### config.mk
export PLATFORM = sky130hd
export DESIGN_NAME = priority_ready_queue_core
export DESIGN_NICKNAME = d
export VERILOG_FILES = /design/src/hw/rtl/prq_pkg.sv /design/src/hw/rtl/prq_ctrl.sv /design/src/hw/rtl/prq_datapath.sv /design/src/hw/rtl/priority_ready_queue_core.sv
export VERILOG_INCLUDE_DIRS = /design/src /design/src/hw/rtl
export SDC_FILE = /design/constraint.sdc
export NUM_CORES = 1
export LEC_CHECK = 0
export BUFFER_PORTS_ARGS = -buffer_cell sky130_fd_sc_hd__buf_4
export CORE_MARGIN = 1.5
export CORE_UTILIZATION = 30
export CTS_CLUSTER_DIAMETER = 200
export DETAILED_ROUTE_END_ITERATION = 12
export GPL_TIMING_DRIVEN = 0
export PLACE_DENSITY = 0.43
export SLEW_MARGIN = 20
export SYNTH_ARGS = -nofsm -noshare
export SYNTH_HDL_FRONTEND = slang
export SYNTH_SLANG_ARGS = --single-unit
### constraint.sdc
create_clock -name clk -period 4.5 [get_ports clk]
set_clock_uncertainty 0.05 [all_clocks]
set_input_delay 0.225 -clock clk [delete_from_list [all_inputs] [get_ports clk]]
set_output_delay 0.225 -clock clk [all_outputs]
set_load 0.02 [all_outputs]
### src/hw/rtl/priority_ready_queue_core_macros.svh
`ifndef PRIORITY_READY_QUEUE_CORE_MACROS_SVH
`define PRIORITY_READY_QUEUE_CORE_MACROS_SVH

// same-cycle implication
`define PRQ_ASSERT_NOW(label, ante, cons, msg) \
    label: assert property (@(posedge clk) disable iff (!rst_n) (ante) |-> (cons)) \
        else $error(msg);

// next-cycle implication
`define PRQ_ASSERT_NEXT(label, ante, cons, msg) \
    label: assert property (@(posedge clk) disable iff (!rst_n) (ante) |=> (cons)) \
        else $error(msg);

`endif

### src/hw/rtl/prq_pkg.sv
package prq_pkg;

    localparam int TASK_SLOTS_DEF = 64;
    localparam int LEVELS_DEF     = 8;

    localparam logic OP_PUSH = 1'b0;
    localparam logic OP_POP  = 1'b1;

    typedef struct packed {
        logic accept;
        logic commit;
    } prq_cmd_t;

endpackage

### src/hw/rtl/prq_ctrl.sv
`include "priority_ready_queue_core_macros.svh"

module prq_ctrl (
    input  logic             clk,
    input  logic             rst_n,
    input  logic             req_valid,
    output logic             req_stall,
    output logic             rsp_valid,
    input  logic             rsp_stall,
    output prq_pkg::prq_cmd_t cmd
);
    import prq_pkg::*;

    typedef enum logic {
        ST_IDLE,
        ST_FINISH
    } state_t;

    state_t state_reg;
    state_t state_next;
    logic   rsp_valid_reg;
    logic   rsp_valid_next;

    always_comb
    begin
        cmd.accept = (state_reg == ST_IDLE) && req_valid;
        cmd.commit = (state_reg == ST_FINISH) && (!rsp_valid_reg || !rsp_stall);
    end

    always_comb
    begin
        state_next     = state_reg;
        rsp_valid_next = rsp_valid_reg && rsp_stall;
        unique case (state_reg)
            ST_IDLE:
            begin
                if (cmd.accept)
                begin
                    state_next = ST_FINISH;
                end
            end
            ST_FINISH:
            begin
                if (cmd.commit)
                begin
                    state_next     = ST_IDLE;
                    rsp_valid_next = 1'b1;
                end
            end
            default:
            begin
                state_next = ST_IDLE;
            end
        endcase
    end

    always_ff @(posedge clk or negedge rst_n)
    begin
        if (!rst_n)
        begin
            state_reg     <= ST_IDLE;
            rsp_valid_reg <= 1'b0;
        end
        else
        begin
            state_reg     <= state_next;
            rsp_valid_reg <= rsp_valid_next;
        end
    end

    assign req_stall = (state_reg != ST_IDLE);
    assign rsp_valid = rsp_valid_reg;

    `PRQ_ASSERT_NEXT(a_accept_then_finish, cmd.accept, state_reg == ST_FINISH,
        "accepted transaction did not move to finish")
    `PRQ_ASSERT_NEXT(a_commit_shows_result, cmd.commit, rsp_valid_reg,
        "commit did not present a result")
    `PRQ_ASSERT_NOW(a_no_commit_over_held, rsp_valid_reg && rsp_stall, !cmd.commit,
        "result overwritten while stalled")

endmodule

### src/hw/rtl/prq_datapath.sv
`include "priority_ready_queue_core_macros.svh"

module prq_datapath #(
    parameter int TASK_SLOTS = prq_pkg::TASK_SLOTS_DEF,
    parameter int LEVELS     = prq_pkg::LEVELS_DEF
) (
    input  logic                          clk,
    input  logic                          rst_n,
    input  prq_pkg::prq_cmd_t             cmd,
    input  logic                          operation,
    input  logic [$clog2(TASK_SLOTS)-1:0] task_id,
    input  logic [$clog2(LEVELS)-1:0]     priority_req,
    output logic                          found,
    output logic [$clog2(TASK_SLOTS)-1:0] popped_task,
    output logic [$clog2(LEVELS)-1:0]     popped_level
);
    import prq_pkg::*;

    localparam int ID_W  = $clog2(TASK_SLOTS);
    localparam int LVL_W = $clog2(LEVELS);
    localparam int CNT_W = $clog2(TASK_SLOTS + 1);
    localparam logic [LVL_W:0]   LVL_LIM = (LVL_W + 1)'(LEVELS);
    localparam logic [ID_W:0]    ID_LIM  = (ID_W + 1)'(TASK_SLOTS);
    localparam logic [CNT_W-1:0] CNT_MAX = CNT_W'(TASK_SLOTS);
    localparam logic [CNT_W-1:0] CNT_ONE = CNT_W'(1);

    // per-transaction registers
    logic             op_reg;
    logic [ID_W-1:0]  id_reg;
    logic [LVL_W-1:0] lvl_reg;
    logic             act_reg;

    // list state
    logic [ID_W-1:0]  link_mem [TASK_SLOTS];
    logic [ID_W-1:0]  rd_data_reg;
    logic [ID_W-1:0]  head_reg [LEVELS];
    logic [ID_W-1:0]  tail_reg [LEVELS];
    logic [CNT_W-1:0] cnt_reg  [LEVELS];
    logic [LEVELS-1:0] nonempty_reg;

    logic             found_reg;
    logic [ID_W-1:0]  popped_task_reg;
    logic [LVL_W-1:0] popped_level_reg;

    logic [LVL_W-1:0] top_lvl;
    logic             any_ne;
    logic [LVL_W-1:0] sel_lvl;
    logic [LVL_W-1:0] rd_idx;
    logic [CNT_W-1:0] sel_cnt;
    logic [CNT_W-1:0] cnt_dec;
    logic [ID_W-1:0]  sel_head;
    logic [ID_W-1:0]  sel_tail;
    logic             lvl_ok;
    logic             id_ok;
    logic             push_ok;
    logic             act_next;
    logic             mem_we;
    logic [ID_W-1:0]  mem_wa;
    logic [ID_W-1:0]  mem_wd;
    logic             mem_re;
    logic             push_commit;
    logic             pop_commit;

    always_comb
    begin
        top_lvl = '0;
        any_ne  = 1'b0;
        for (int i = 0; i < LEVELS; i++)
        begin
            if (nonempty_reg[i])
            begin
                top_lvl = LVL_W'(i);
                any_ne  = 1'b1;
            end
        end
    end

    always_comb
    begin
        lvl_ok  = ({1'b0, priority_req} < LVL_LIM);
        id_ok   = ({1'b0, task_id} < ID_LIM);
        sel_lvl = cmd.accept ? ((operation == OP_POP) ? top_lvl : priority_req) : lvl_reg;
        rd_idx  = ({1'b0, sel_lvl} < LVL_LIM) ? sel_lvl : '0;
        sel_cnt  = cnt_reg[rd_idx];
        sel_head = head_reg[rd_idx];
        sel_tail = tail_reg[rd_idx];
        cnt_dec  = sel_cnt - CNT_ONE;
        push_ok  = lvl_ok && id_ok && (sel_cnt < CNT_MAX);
        act_next = (operation == OP_POP) ? any_ne : push_ok;

        push_commit = cmd.commit && (op_reg == OP_PUSH) && act_reg;
        pop_commit  = cmd.commit && (op_reg == OP_POP) && act_reg;

        mem_we = (cmd.accept && (operation == OP_PUSH) && push_ok)
              || (push_commit && (sel_cnt != '0));
        mem_wa = cmd.accept ? task_id : sel_tail;
        mem_wd = cmd.accept ? '0 : id_reg;
        mem_re = cmd.accept && (operation == OP_POP) && any_ne;
    end

    always_ff @(posedge clk)
    begin
        if (mem_we)
        begin
            link_mem[mem_wa] <= mem_wd;
        end
        if (mem_re)
        begin
            rd_data_reg <= link_mem[sel_head];
        end
    end

    always_ff @(posedge clk)
    begin
        if (cmd.accept)
        begin
            op_reg  <= operation;
            id_reg  <= task_id;
            lvl_reg <= sel_lvl;
            act_reg <= act_next;
        end
        if (push_commit)
        begin
            if (sel_cnt == '0)
            begin
                head_reg[rd_idx] <= id_reg;
            end
            tail_reg[rd_idx] <= id_reg;
        end
        if (pop_commit)
        begin
            if (cnt_dec != '0)
            begin
                head_reg[rd_idx] <= rd_data_reg;
            end
            if (cnt_dec == CNT_ONE)
            begin
                tail_reg[rd_idx] <= rd_data_reg;
            end
        end
        if (cmd.commit)
        begin
            found_reg        <= pop_commit;
            popped_task_reg  <= pop_commit ? sel_head : '0;
            popped_level_reg <= pop_commit ? lvl_reg : '0;
        end
    end

    always_ff @(posedge clk or negedge rst_n)
    begin
        if (!rst_n)
        begin
            for (int i = 0; i < LEVELS; i++)
            begin
                cnt_reg[i] <= '0;
            end
            nonempty_reg <= '0;
        end
        else
        begin
            if (push_commit)
            begin
                cnt_reg[rd_idx]      <= sel_cnt + CNT_ONE;
                nonempty_reg[rd_idx] <= 1'b1;
            end
            else if (pop_commit)
            begin
                cnt_reg[rd_idx]      <= cnt_dec;
                nonempty_reg[rd_idx] <= (cnt_dec != '0);
            end
        end
    end

    assign found        = found_reg;
    assign popped_task  = popped_task_reg;
    assign popped_level = popped_level_reg;

    `PRQ_ASSERT_NOW(a_ne_matches_cnt, 1'b1, nonempty_reg[rd_idx] == (sel_cnt != '0),
        "nonempty flag disagrees with level count")
    `PRQ_ASSERT_NOW(a_pop_level_nonempty, pop_commit, nonempty_reg[lvl_reg],
        "pop committed on an empty level")
    `PRQ_ASSERT_NOW(a_cnt_bound, 1'b1, sel_cnt <= CNT_MAX,
        "level count exceeds task slots")

endmodule

### src/hw/rtl/priority_ready_queue_core.sv
// Multilevel priority ready queue: one FIFO of task ids per level, linked
// through a per-task link memory. Level LEVELS-1 is the highest priority.
// Request channel (req_valid/req_stall): operation selects push or pop;
// task_id and priority_req are used by a push and ignored by a pop.
// Response channel (rsp_valid/rsp_stall): exactly one response per request.
// A pop returns found=1 with the task and its level, or zeros when all
// levels are empty; a push returns found=0 with zeros.
// A request is accepted in the idle state, which reads the head's link from
// the link memory (or clears the new task's link); the finish state then
// updates the list and loads the response register, which drives rsp_valid.
// As the link memory read is registered, a new request is not accepted until
// the previous one has committed. A new request is taken while a response
// waits. If rsp_stall is held, the next request finishes its link memory
// access and then waits in the finish state until the held response is taken.
// Reset empties every level at once; the link memory is not cleared.
module priority_ready_queue_core #(
    parameter int TASK_SLOTS = prq_pkg::TASK_SLOTS_DEF,
    parameter int LEVELS     = prq_pkg::LEVELS_DEF
) (
    input  logic                          clk,
    input  logic                          rst_n,
    input  logic                          req_valid,
    output logic                          req_stall,
    input  logic                          operation,
    input  logic [$clog2(TASK_SLOTS)-1:0] task_id,
    input  logic [$clog2(LEVELS)-1:0]     priority_req,
    output logic                          rsp_valid,
    input  logic                          rsp_stall,
    output logic                          found,
    output logic [$clog2(TASK_SLOTS)-1:0] popped_task,
    output logic [$clog2(LEVELS)-1:0]     popped_level
);
    import prq_pkg::*;

    prq_cmd_t cmd;

    prq_ctrl u_ctrl (
        .clk       (clk),
        .rst_n     (rst_n),
        .req_valid (req_valid),
        .req_stall (req_stall),
        .rsp_valid (rsp_valid),
        .rsp_stall (rsp_stall),
        .cmd       (cmd)
    );

    prq_datapath #(
        .TASK_SLOTS (TASK_SLOTS),
        .LEVELS     (LEVELS)
    ) u_datapath (
        .clk          (clk),
        .rst_n        (rst_n),
        .cmd          (cmd),
        .operation    (operation),
        .task_id      (task_id),
        .priority_req (priority_req),
        .found        (found),
        .popped_task  (popped_task),
        .popped_level (popped_level)
    );

endmodule

==> impl_metrics.tcl, run 1 <==
set metrics [dict create \
    clockRootBuffer "clkbuf_16" \
    final_cell_mix "edfxtp_1, nand2_1, nand3_1" \
    fin_area_sq_mm 0.0296 \
    gp_congestion 0.824 \
    avgSynthCellArea_sq_um 12.5 \
    top_register "u_datapath.link_mem" \
    synth_compound_area_frac 0.0775 \
    pwr_density_cell_mw_per_mm2 572 \
    tns_ps 0 \
    pin_count 26 \
    synthCells 1928 \
    crit_required_ps 4810 \
    seq_area_frac_synth 0.702 \
    die_x_microns 286 \
    tightestPinTransition_ps 1040 \
    max_cap_violations 0 \
    worst_setup_path_end_kind "register" \
    grt_pass1_vias 16276 \
    ant_nets 0 \
    clkTransAtPathRegs_ps 60 \
    synth_top_family_by_area "simple AND/OR/NAND/NOR gates" \
    initial_core_util 0.304 \
    coreArea_sq_mm 0.0791 \
    yosysTopAreaCell "edfxtp_1" \
    grt_max_degree 67 \
    rrSetupSlack_ps 100 \
    area_growth_pct 22.9 \
    yosysWarnings 0 \
    setup_ws_ps 78.0 \
    worstHoldPathCells 4 \
    tritoncts "yes" \
    clock-sinks 573 \
    clockBufferDepth 3 \
    grt_pass1_wl_mm 114 \
    rows 103 \
    dp_slack_ps -2010 \
    setup_violations 0 \
    numCtsBuffers 60 \
    p_leak_nw 10.1 \
    final_nets 2099 \
    ys_types 79 \
    peakVddDrop_mv 0.378 \
    wire_per_inst_microns 24.6 \
    drv_slew 0 \
    start_kind "primary input" \
    cp_max_fo 10 \
    synth-xor-area-share 0.00218 \
    status "complete, no violations" \
    fmax_mhz 226 \
    async_flop_share 0.115 \
    gr-usage-all-layers 0.190 \
    placed_area_sq_mm 0.0258 \
    critPathKind "in2reg" \
    yosys-top-cells-area "edfxtp_1, nand2_1, dfrtp_1, nand3_1, nor2_1" \
    synth-edff-count 507 \
    layout_commonest_cell "edfxtp_1" \
    die_y_microns 286 \
    io_buffers 25 \
    syn_nets 1946 \
    clk_latency_ps 650 \
    drtIter0Drc 1352 \
    synth_top_area_share 0.633 \
    dieArea_sq_mm 0.0819 \
    viasPerCell 5.12 \
    rr_worst_depth 15 \
    syn-cell-area_sq_mm 0.0241 \
    overflow 0 \
    largest_reg_flops 384 \
    drc 0 \
    vias 16282 \
    wirelength_mm 78.4 \
    antenna_found_initial 0 \
    synthAdderAreaFrac 0.00208 \
    period_share 0.983 \
    finalHoldViolations 0 \
    post-route-min-period_ps 4420 \
    synth-seq-cells 573 \
    fillers 7701 \
    synthMuxAreaShare 0.0323 \
    arrival_ps 4730 \
    synth_top_flop_cell "edfxtp_1" \
    dp_hpwl_mm 52.8 \
    hold_class "in2reg" \
    h-tree-depth 2 \
    slew-limit-headroom 0.300 \
    synth-simple-area-share 0.161 \
    final_layout_size_suffix_gt1_frac 0.223 \
    drtPass1Iterations 5 \
    power_mw 16.9 \
]
## stage by stage
step	instances	utilization	hold WS, ps
after floorplan	1928	-	-121
after global placement	3003	0.323	339
after detailed placement	3013	0.326	348
after CTS	3162	0.370	148
final	3179	0.374	146
after global routing	3178	0.374	152
## Yosys cell counts (3+ instances only)
cell type  count
nor2b_1        4
o2111ai_1      6
nor4_1         3
a32oi_1       17
buf_4          3
a311oi_1      16
or2_2          4
a221oi_1      11
o211ai_1       6
buf_1         19
a2111oi_0      5
a31oi_1       31
nor2_1       119
mux2_2        24
o32ai_1        3
ha_1           4
o21ai_0       62
a22oi_1        6
a41oi_1        3
nand2b_1      16
a21oi_1       17
nand4_1       20
buf_6          3
or3_1          3
nor3_1         9
a21o_1         5
and3_1        10
buf_2         23
nand3_1      217
clkinv_1       3
edfxtp_1     507
a311o_1        8
mux4_2         9
a211oi_1      11
nand2_1      471
and2_1        10
a31o_2        11
o2bb2ai_1      7
a221o_1        3
mux2i_1       29
clkbuf_1      70
inv_1          8
dfrtp_1       66
xnor2_1        5
## path summary, 6_finish.rpt
kind | endpoint | start
max | u_datapath.rd_data_reg[4] | operation
min | u_datapath.id_reg[0] | req_valid
max reg2reg | u_datapath.rd_data_reg[4] | u_ctrl.req_stall
min reg2reg | u_datapath.cnt_reg[46] | u_datapath.cnt_reg[46]
max in group asynchronous | u_datapath.nonempty_reg[5] | rst_n
min in group asynchronous | asynchronous set/reset pin | rst_n
## timing repair
action,4_1_cts,5_1_grt
hold buffers,9,0
setup endpoints to repair,631,501
hold endpoints to repair,76,0
buffers inserted,36,16
gates resized for setup,337,40
gates cloned,1,2
pin swaps,27,19
## worst max-delay path, stage by stage
cell and delay [ps]:
dlygate4sd3_1 540, buf_4 140, buf_6 140, or4b_1 510, o21ai_1 100, a21o_1 160
buf_6 140, buf_6 180, buf_4 240, nor2_1 170, a22oi_1 360, a32o_2 380
buf_4 190, clkbuf_2 420, nand4_1 170, a31oi_1 180, a211oi_1 110, a211o_1 360
## kinds of logic after synthesis
logic type,count (synthesis)
multiplexers,63
adder cells (fa/ha/maj),4
AND/OR/NAND/NOR,897
flip-flops,573
buffers and inverters,131
AO/OA/AOI/OAI,254
XOR/XNOR,6
## power breakdown
group | leakage, nW | internal [mW] | total, mW | switching (mW)
Sequential | 5.44 | 6.27 | 6.47 | 0.201
Combinational | 3.74 | 1.76 | 5.52 | 3.76
Clock | 0.933 | 2.77 | 4.92 | 2.15
## cell type report
cell class	count	area, sq um	area share
buffer	110	711	0.0240
multi-input combinational	1225	7800	0.264
sequential	573	16900	0.571
inverter	13	58.8	0.00199
timing repair buffer	98	910	0.0308
clock inverter	30	267	0.00901
tap	1050	1310	0.0444
clock buffer	79	1630	0.0553
antenna	1	2.50	0.0000846
## per-layer routing
metal	part of all wire	vias to the layer above	GRT usage
met5	0	-	0
li1	-	7478	-
met1	0.45	8269	0.261
met3	0.045	112	0.0224
met4	0.023	0	0.0450
met2	0.49	423	0.322
Note: power is estimated with default switching activity, not from simulation.
==> inputs of run 2 (changes only) <==
--- a/config.mk
+++ b/config.mk
@@ -13,6 +13,7 @@
 export DETAILED_ROUTE_END_ITERATION = 12
 export GPL_TIMING_DRIVEN = 0
 export PLACE_DENSITY = 0.43
+export RECOVER_POWER = 25
 export SLEW_MARGIN = 20
 export SYNTH_ARGS = -nofsm -noshare
 export SYNTH_HDL_FRONTEND = slang
==> impl_metrics.tcl, run 2 (synthesis gave the netlist of run 1 again) <==
set metrics [dict create \
    crit_required_ps 4800 \
    io_buffers 25 \
    critPathKind "in2reg" \
    timing.rr.end "u_datapath.rd_data_reg[4]" \
    clkTransAtPathRegs_ps 60 \
    p_leak_nw 10.0 \
    rr_worst_depth 15 \
    die_x_microns 286 \
    fillers 7726 \
    period_share 0.981 \
    tritoncts "yes" \
    status "finished with violations" \
    placed_area_sq_mm 0.0258 \
    cp_top_family "buffers and inverters" \
    arrival_ps 4720 \
    fmax_mhz 227 \
    diodes 0 \
    worstPathBufferInverterCount 8 \
    gp_congestion 0.824 \
    setup_violations 0 \
    clockBufferDepth 3 \
    critPathMostFrequentCell "buf_6" \
    grt_max_degree 67 \
    top_register "u_datapath.link_mem" \
    drc 0 \
    path_cells "dlygate4sd3_1 > clkbuf_1 > buf_6 > or4b_1 > o21ai_1 > a21o_1 > buf_6 > buf_6 > buf_4 > nor2_1 > a22oi_1 > a32o_2 > buf_4 > clkbuf_2 > nand4_1 > a31oi_1 > a211oi_1 > a211o_1" \
    ant_nets 0 \
    vias 16252 \
    post-route-min-period_ps 4410 \
    numCtsBuffers 60 \
    grt_pass1_wl_mm 114 \
    worstHoldPathCells 4 \
    largest_reg_flops 384 \
    clk_latency_ps 650 \
    antenna_found_initial 0 \
    met3_usage 0.0224 \
    worst_setup_path_end_kind "register" \
    use_met2 0.322 \
    grt_use_met1 0.261 \
    rows 103 \
    dieArea_sq_mm 0.0819 \
    clockRootBuffer "clkbuf_16" \
    finalHoldViolations 0 \
    max_cap_violations 4 \
    grt_pass1_vias 16276 \
    holdWs_ps 141 \
    gr-usage-all-layers 0.190 \
    pin_count 26 \
    slew-limit-headroom -0.224 \
    layout_commonest_cell "edfxtp_1" \
    violations "max-capacitance violations, max-slew violations" \
    drtIter0Drc 1297 \
    final_nets 2099 \
    coreArea_sq_mm 0.0791 \
    h-tree-depth 2 \
    viasPerCell 5.11 \
    die_y_microns 286 \
    gr-max-usage-layer "met2" \
    peakVddDrop_mv 0.377 \
    pwr_density_cell_mw_per_mm2 574 \
    r2r_start "u_ctrl.req_stall" \
    hold-path-endpoint "u_datapath.id_reg[0]" \
    slowest_delay_ps 530 \
    rrSetupSlack_ps 100 \
    tightestPinTransition_ps 1840 \
    hold_class "in2reg" \
    clock-sinks 573 \
    drtPass1Iterations 5 \
    final_layout_size_suffix_gt1_frac 0.213 \
    dp_hpwl_mm 52.8 \
    overflow 0 \
    slowest_stage "dlygate4sd3_1" \
    fin_area_sq_mm 0.0294 \
    hp-start "req_valid" \
    drv_slew 115 \
    cp_num_cells 18 \
    area_growth_pct 22.3 \
    wirelength_mm 78.4 \
    cp_max_fo 10 \
    start_kind "primary input" \
    wire_per_inst_microns 24.7 \
    final_cell_mix "edfxtp_1, nand2_1, nand3_1" \
    initial_core_util 0.304 \
]
## run 2: cell count changes in the layout (fill, tap and decap cells not counted)
cell / previous run / this run
clkbuf_1: 44 / 61
clkbuf_16: 62 / 61
and2_4: 6 / 1
and2_0: 1 / 7
buf_16: 3 / 1
buf_4: 88 / 66
clkbuf_2: 23 / 26
and2_1: 3 / 2
clkbuf_4: 12 / 17
diode_2: 1 / 0
## run 2: worst reg2reg max path, delay by kind of cell, from the launching register on
kind | cells | cell delay [ps]
flops | 1 | 400
buf+inv | 5 | 1170
compound gates | 7 | 1650
simple gates | 3 | 850
## run 2: cell type report
| class | instances | area (sq um) | share of cell area |
|---|---|---|---|
| sequential | 573 | 16900 | 0.573 |
| multi-input combinational | 1225 | 7790 | 0.265 |
| clock buffer | 79 | 1630 | 0.0555 |
| tap | 1050 | 1310 | 0.0446 |
| timing repair buffer | 98 | 781 | 0.0265 |
| buffer | 110 | 711 | 0.0241 |
| clock inverter | 30 | 267 | 0.00905 |
| inverter | 13 | 58.8 | 0.00200 |
## run 2: what timing repair did
action	CTS	global route
endpoints found under the hold margin	76	0
endpoints found under the setup margin	631	501
cloned	1	2
pin swaps	27	19
hold buffers	9	0
buffers inserted	36	16
gates resized for setup	337	40
## run 2: through the flow
stage                util  TNS (ps)  total power [mW]  std cells  worst slack [ps]
CTS                 0.370         0              16.8       3162              2.08
floorplan               -     -1720              9.29       1928              -143
global route        0.372     -4.30              17.6       3178             -2.19
detailed placement  0.326   -860750              11.2       3013             -2010
global placement    0.323   -919020              11.2       3003             -2250
finish              0.372         0              16.9       3178              86.2
## run 2: how the worst max path moves through the flow
stage / slack (ps) / to / startpoint
2_1_floorplan: -140 / u_datapath.tail_reg[0][0] / u_ctrl.req_stall
3_3_place_gp: -2250 / u_datapath.tail_reg[1][1] / u_ctrl.req_stall
3_5_place_dp: -2010 / u_datapath.link_mem[7][2] / u_ctrl.req_stall
4_1_cts: 2 / u_datapath.tail_reg[7][1] / u_ctrl.req_stall
5_1_grt: -2 / u_datapath.tail_reg[1][4] / operation
6_report: 90 / u_datapath.rd_data_reg[4] / operation
## run 2: report_power, final
part	leakage [nW]	total (mW)	switching (mW)	internal, mW
registers	5.44	6.48	0.201	6.28
logic	3.64	5.49	3.76	1.73
clock network	0.933	4.92	2.14	2.77
total	10.0	16.9	6.10	10.8
## run 2: per-layer routing
layer,vias up,wire length [microns],share of wire
li1,7481,-,-
met1,8247,35200,0.45
met2,417,38200,0.49
met3,107,3150,0.040
met4,0,1770,0.023
met5,-,0,0
==> inputs of run 3 (changes only) <==
--- a/config.mk
+++ b/config.mk
@@ -9,6 +9,7 @@
 export BUFFER_PORTS_ARGS = -buffer_cell sky130_fd_sc_hd__buf_4
 export CORE_MARGIN = 1.5
 export CORE_UTILIZATION = 30
+export CTS_BUF_LIST = sky130_fd_sc_hd__clkbuf_4 sky130_fd_sc_hd__clkbuf_8
 export CTS_CLUSTER_DIAMETER = 200
 export DETAILED_ROUTE_END_ITERATION = 12
 export GPL_TIMING_DRIVEN = 0
==> impl_metrics.tcl, run 3 (synthesis gave the netlist of run 1 again) <==
set metrics [dict create \
    largest_reg_flops 384 \
    viasPerCell 5.12 \
    area_growth_pct 24.0 \
    clk_latency_ps 710 \
    setup_violations 0 \
    fin_cells 3269 \
    die_x_microns 286 \
    period_share 0.991 \
    drtIter0Drc 1436 \
    arrival_ps 4920 \
    io_buffers 25 \
    rr_worst_depth 15 \
    start_kind "register" \
    drv_slew 48 \
    critPathKind "reg2reg" \
    final_cell_mix "edfxtp_1, nand2_1, nand3_1" \
    placedCellCount 3013 \
    worst_setup_path_end_kind "register" \
    crit_required_ps 4960 \
    tritoncts "yes" \
    holdWs_ps 78.1 \
    final_nets 2156 \
    peakVddDrop_mv 0.247 \
    pin_count 26 \
    dp_hpwl_mm 52.8 \
    drtPass1Iterations 6 \
    clock-sinks 573 \
    gp_congestion 0.824 \
    gr-usage-all-layers 0.193 \
    status "finished with violations" \
    coreArea_sq_mm 0.0791 \
    antenna_found_initial 0 \
    final_layout_size_suffix_gt1_frac 0.248 \
    max_cap_violations 2 \
    grt_pass1_vias 16787 \
    cp_max_fo 10 \
    violations "max-capacitance violations, max-slew violations" \
    grt_max_degree 67 \
    post-route-min-period_ps 4460 \
    worstHoldPathCells 4 \
    clkTransAtPathRegs_ps 60 \
    dieArea_sq_mm 0.0819 \
    h-tree-depth 3 \
    layout_commonest_cell "edfxtp_1" \
    clockRootBuffer "clkbuf_8" \
    grt_pass1_wl_mm 116 \
    overflow 0 \
    drc 0 \
    diodes 0 \
    finalHoldViolations 0 \
    rows 103 \
    ant_nets 0 \
    wirelength_mm 79.3 \
    pwr_density_cell_mw_per_mm2 565 \
    die_y_microns 286 \
    fmax_mhz 224 \
    vias 16744 \
    slew-limit-headroom -0.263 \
    initial_core_util 0.304 \
    p_leak_nw 10.3 \
    wire_per_inst_microns 24.2 \
    tightestPinTransition_ps 1890 \
    numCtsBuffers 97 \
    hold_class "in2reg" \
    top_register "u_datapath.link_mem" \
    clockBufferDepth 3 \
]
[run 3: layout make-up]
cell class                 count  area (sq um)
fill                        7730         49300
sequential                   573         16900
multi-input combinational   1225          7890
clock buffer                 139          1680
tap                         1050          1310
timing repair buffer         117          1010
buffer                       111           744
clock inverter                41           265
inverter                      13          57.6
[run 3: critical path, cell delays in order, from the launching register on]
cell and delay, ps:
dfrtp_1 390, nand2b_1 150, a221o_1 290, a21o_1 190, buf_6 130, buf_4 140
buf_6 160, buf_6 170, nor2_2 300, a22oi_1 210, a32o_2 340, nor2_2 370
buf_2 450, a32oi_2 260, a31oi_1 350, a311o_1 270
[run 3: routing by layer]
metal / track usage / routed length, microns / up-vias
met3: 0.0289 / 3600 / 128
li1: - / - / 7623
met5: 0 / 0 / -
met4: 0.0595 / 2330 / 0
met1: 0.260 / 35100 / 8518
met2: 0.322 / 38200 / 475
[run 3: power by group]
part	leakage (nW)	switching, mW	internal (mW)
registers	5.44	0.202	6.28
clock network	1.03	2.19	2.58
logic	3.79	3.80	1.80
[run 3: repair_timing]
action | in CTS | in global routing
hold buffers | 9 | 0
endpoints found under the hold margin | 76 | 0
pin swaps | 35 | 32
gates cloned | 1 | 2
endpoints found under the setup margin | 631 | 509
buffers inserted | 52 | 19
resized for setup | 360 | 47
[run 3: path summary, 6_finish.rpt]
path | endpoint | slack [ps] | start
worst max register to register | u_datapath.rd_data_reg[0] | 40 | u_datapath.nonempty_reg[2]
worst min register to register | u_datapath.cnt_reg[46] | 430 | u_datapath.cnt_reg[46]
max in group asynchronous | u_datapath.nonempty_reg[5] | 3650 | rst_n
min in group asynchronous | asynchronous set/reset pin | 150 | rst_n
worst max-delay path | u_datapath.rd_data_reg[0] | 40 | u_datapath.nonempty_reg[2]
worst min-delay path | u_datapath.id_reg[3] | 80 | req_valid
[run 3: metrics by stage]
stage / total power [mW] / instance area (sq um) / setup TNS, ps / setup slack (ps) / util
final: 16.8 / 29800 / 0 / 40.1 / 0.377
after detailed placement: 11.2 / 25800 / -860750 / -2010 / 0.326
after global placement: 11.2 / 25600 / -919020 / -2250 / 0.323
after floorplan: 9.29 / 24100 / -1720 / -143 / -
after global routing: 17.6 / 29800 / -29.7 / -8.54 / 0.377
after CTS: 16.7 / 29600 / -118 / -10.9 / 0.374
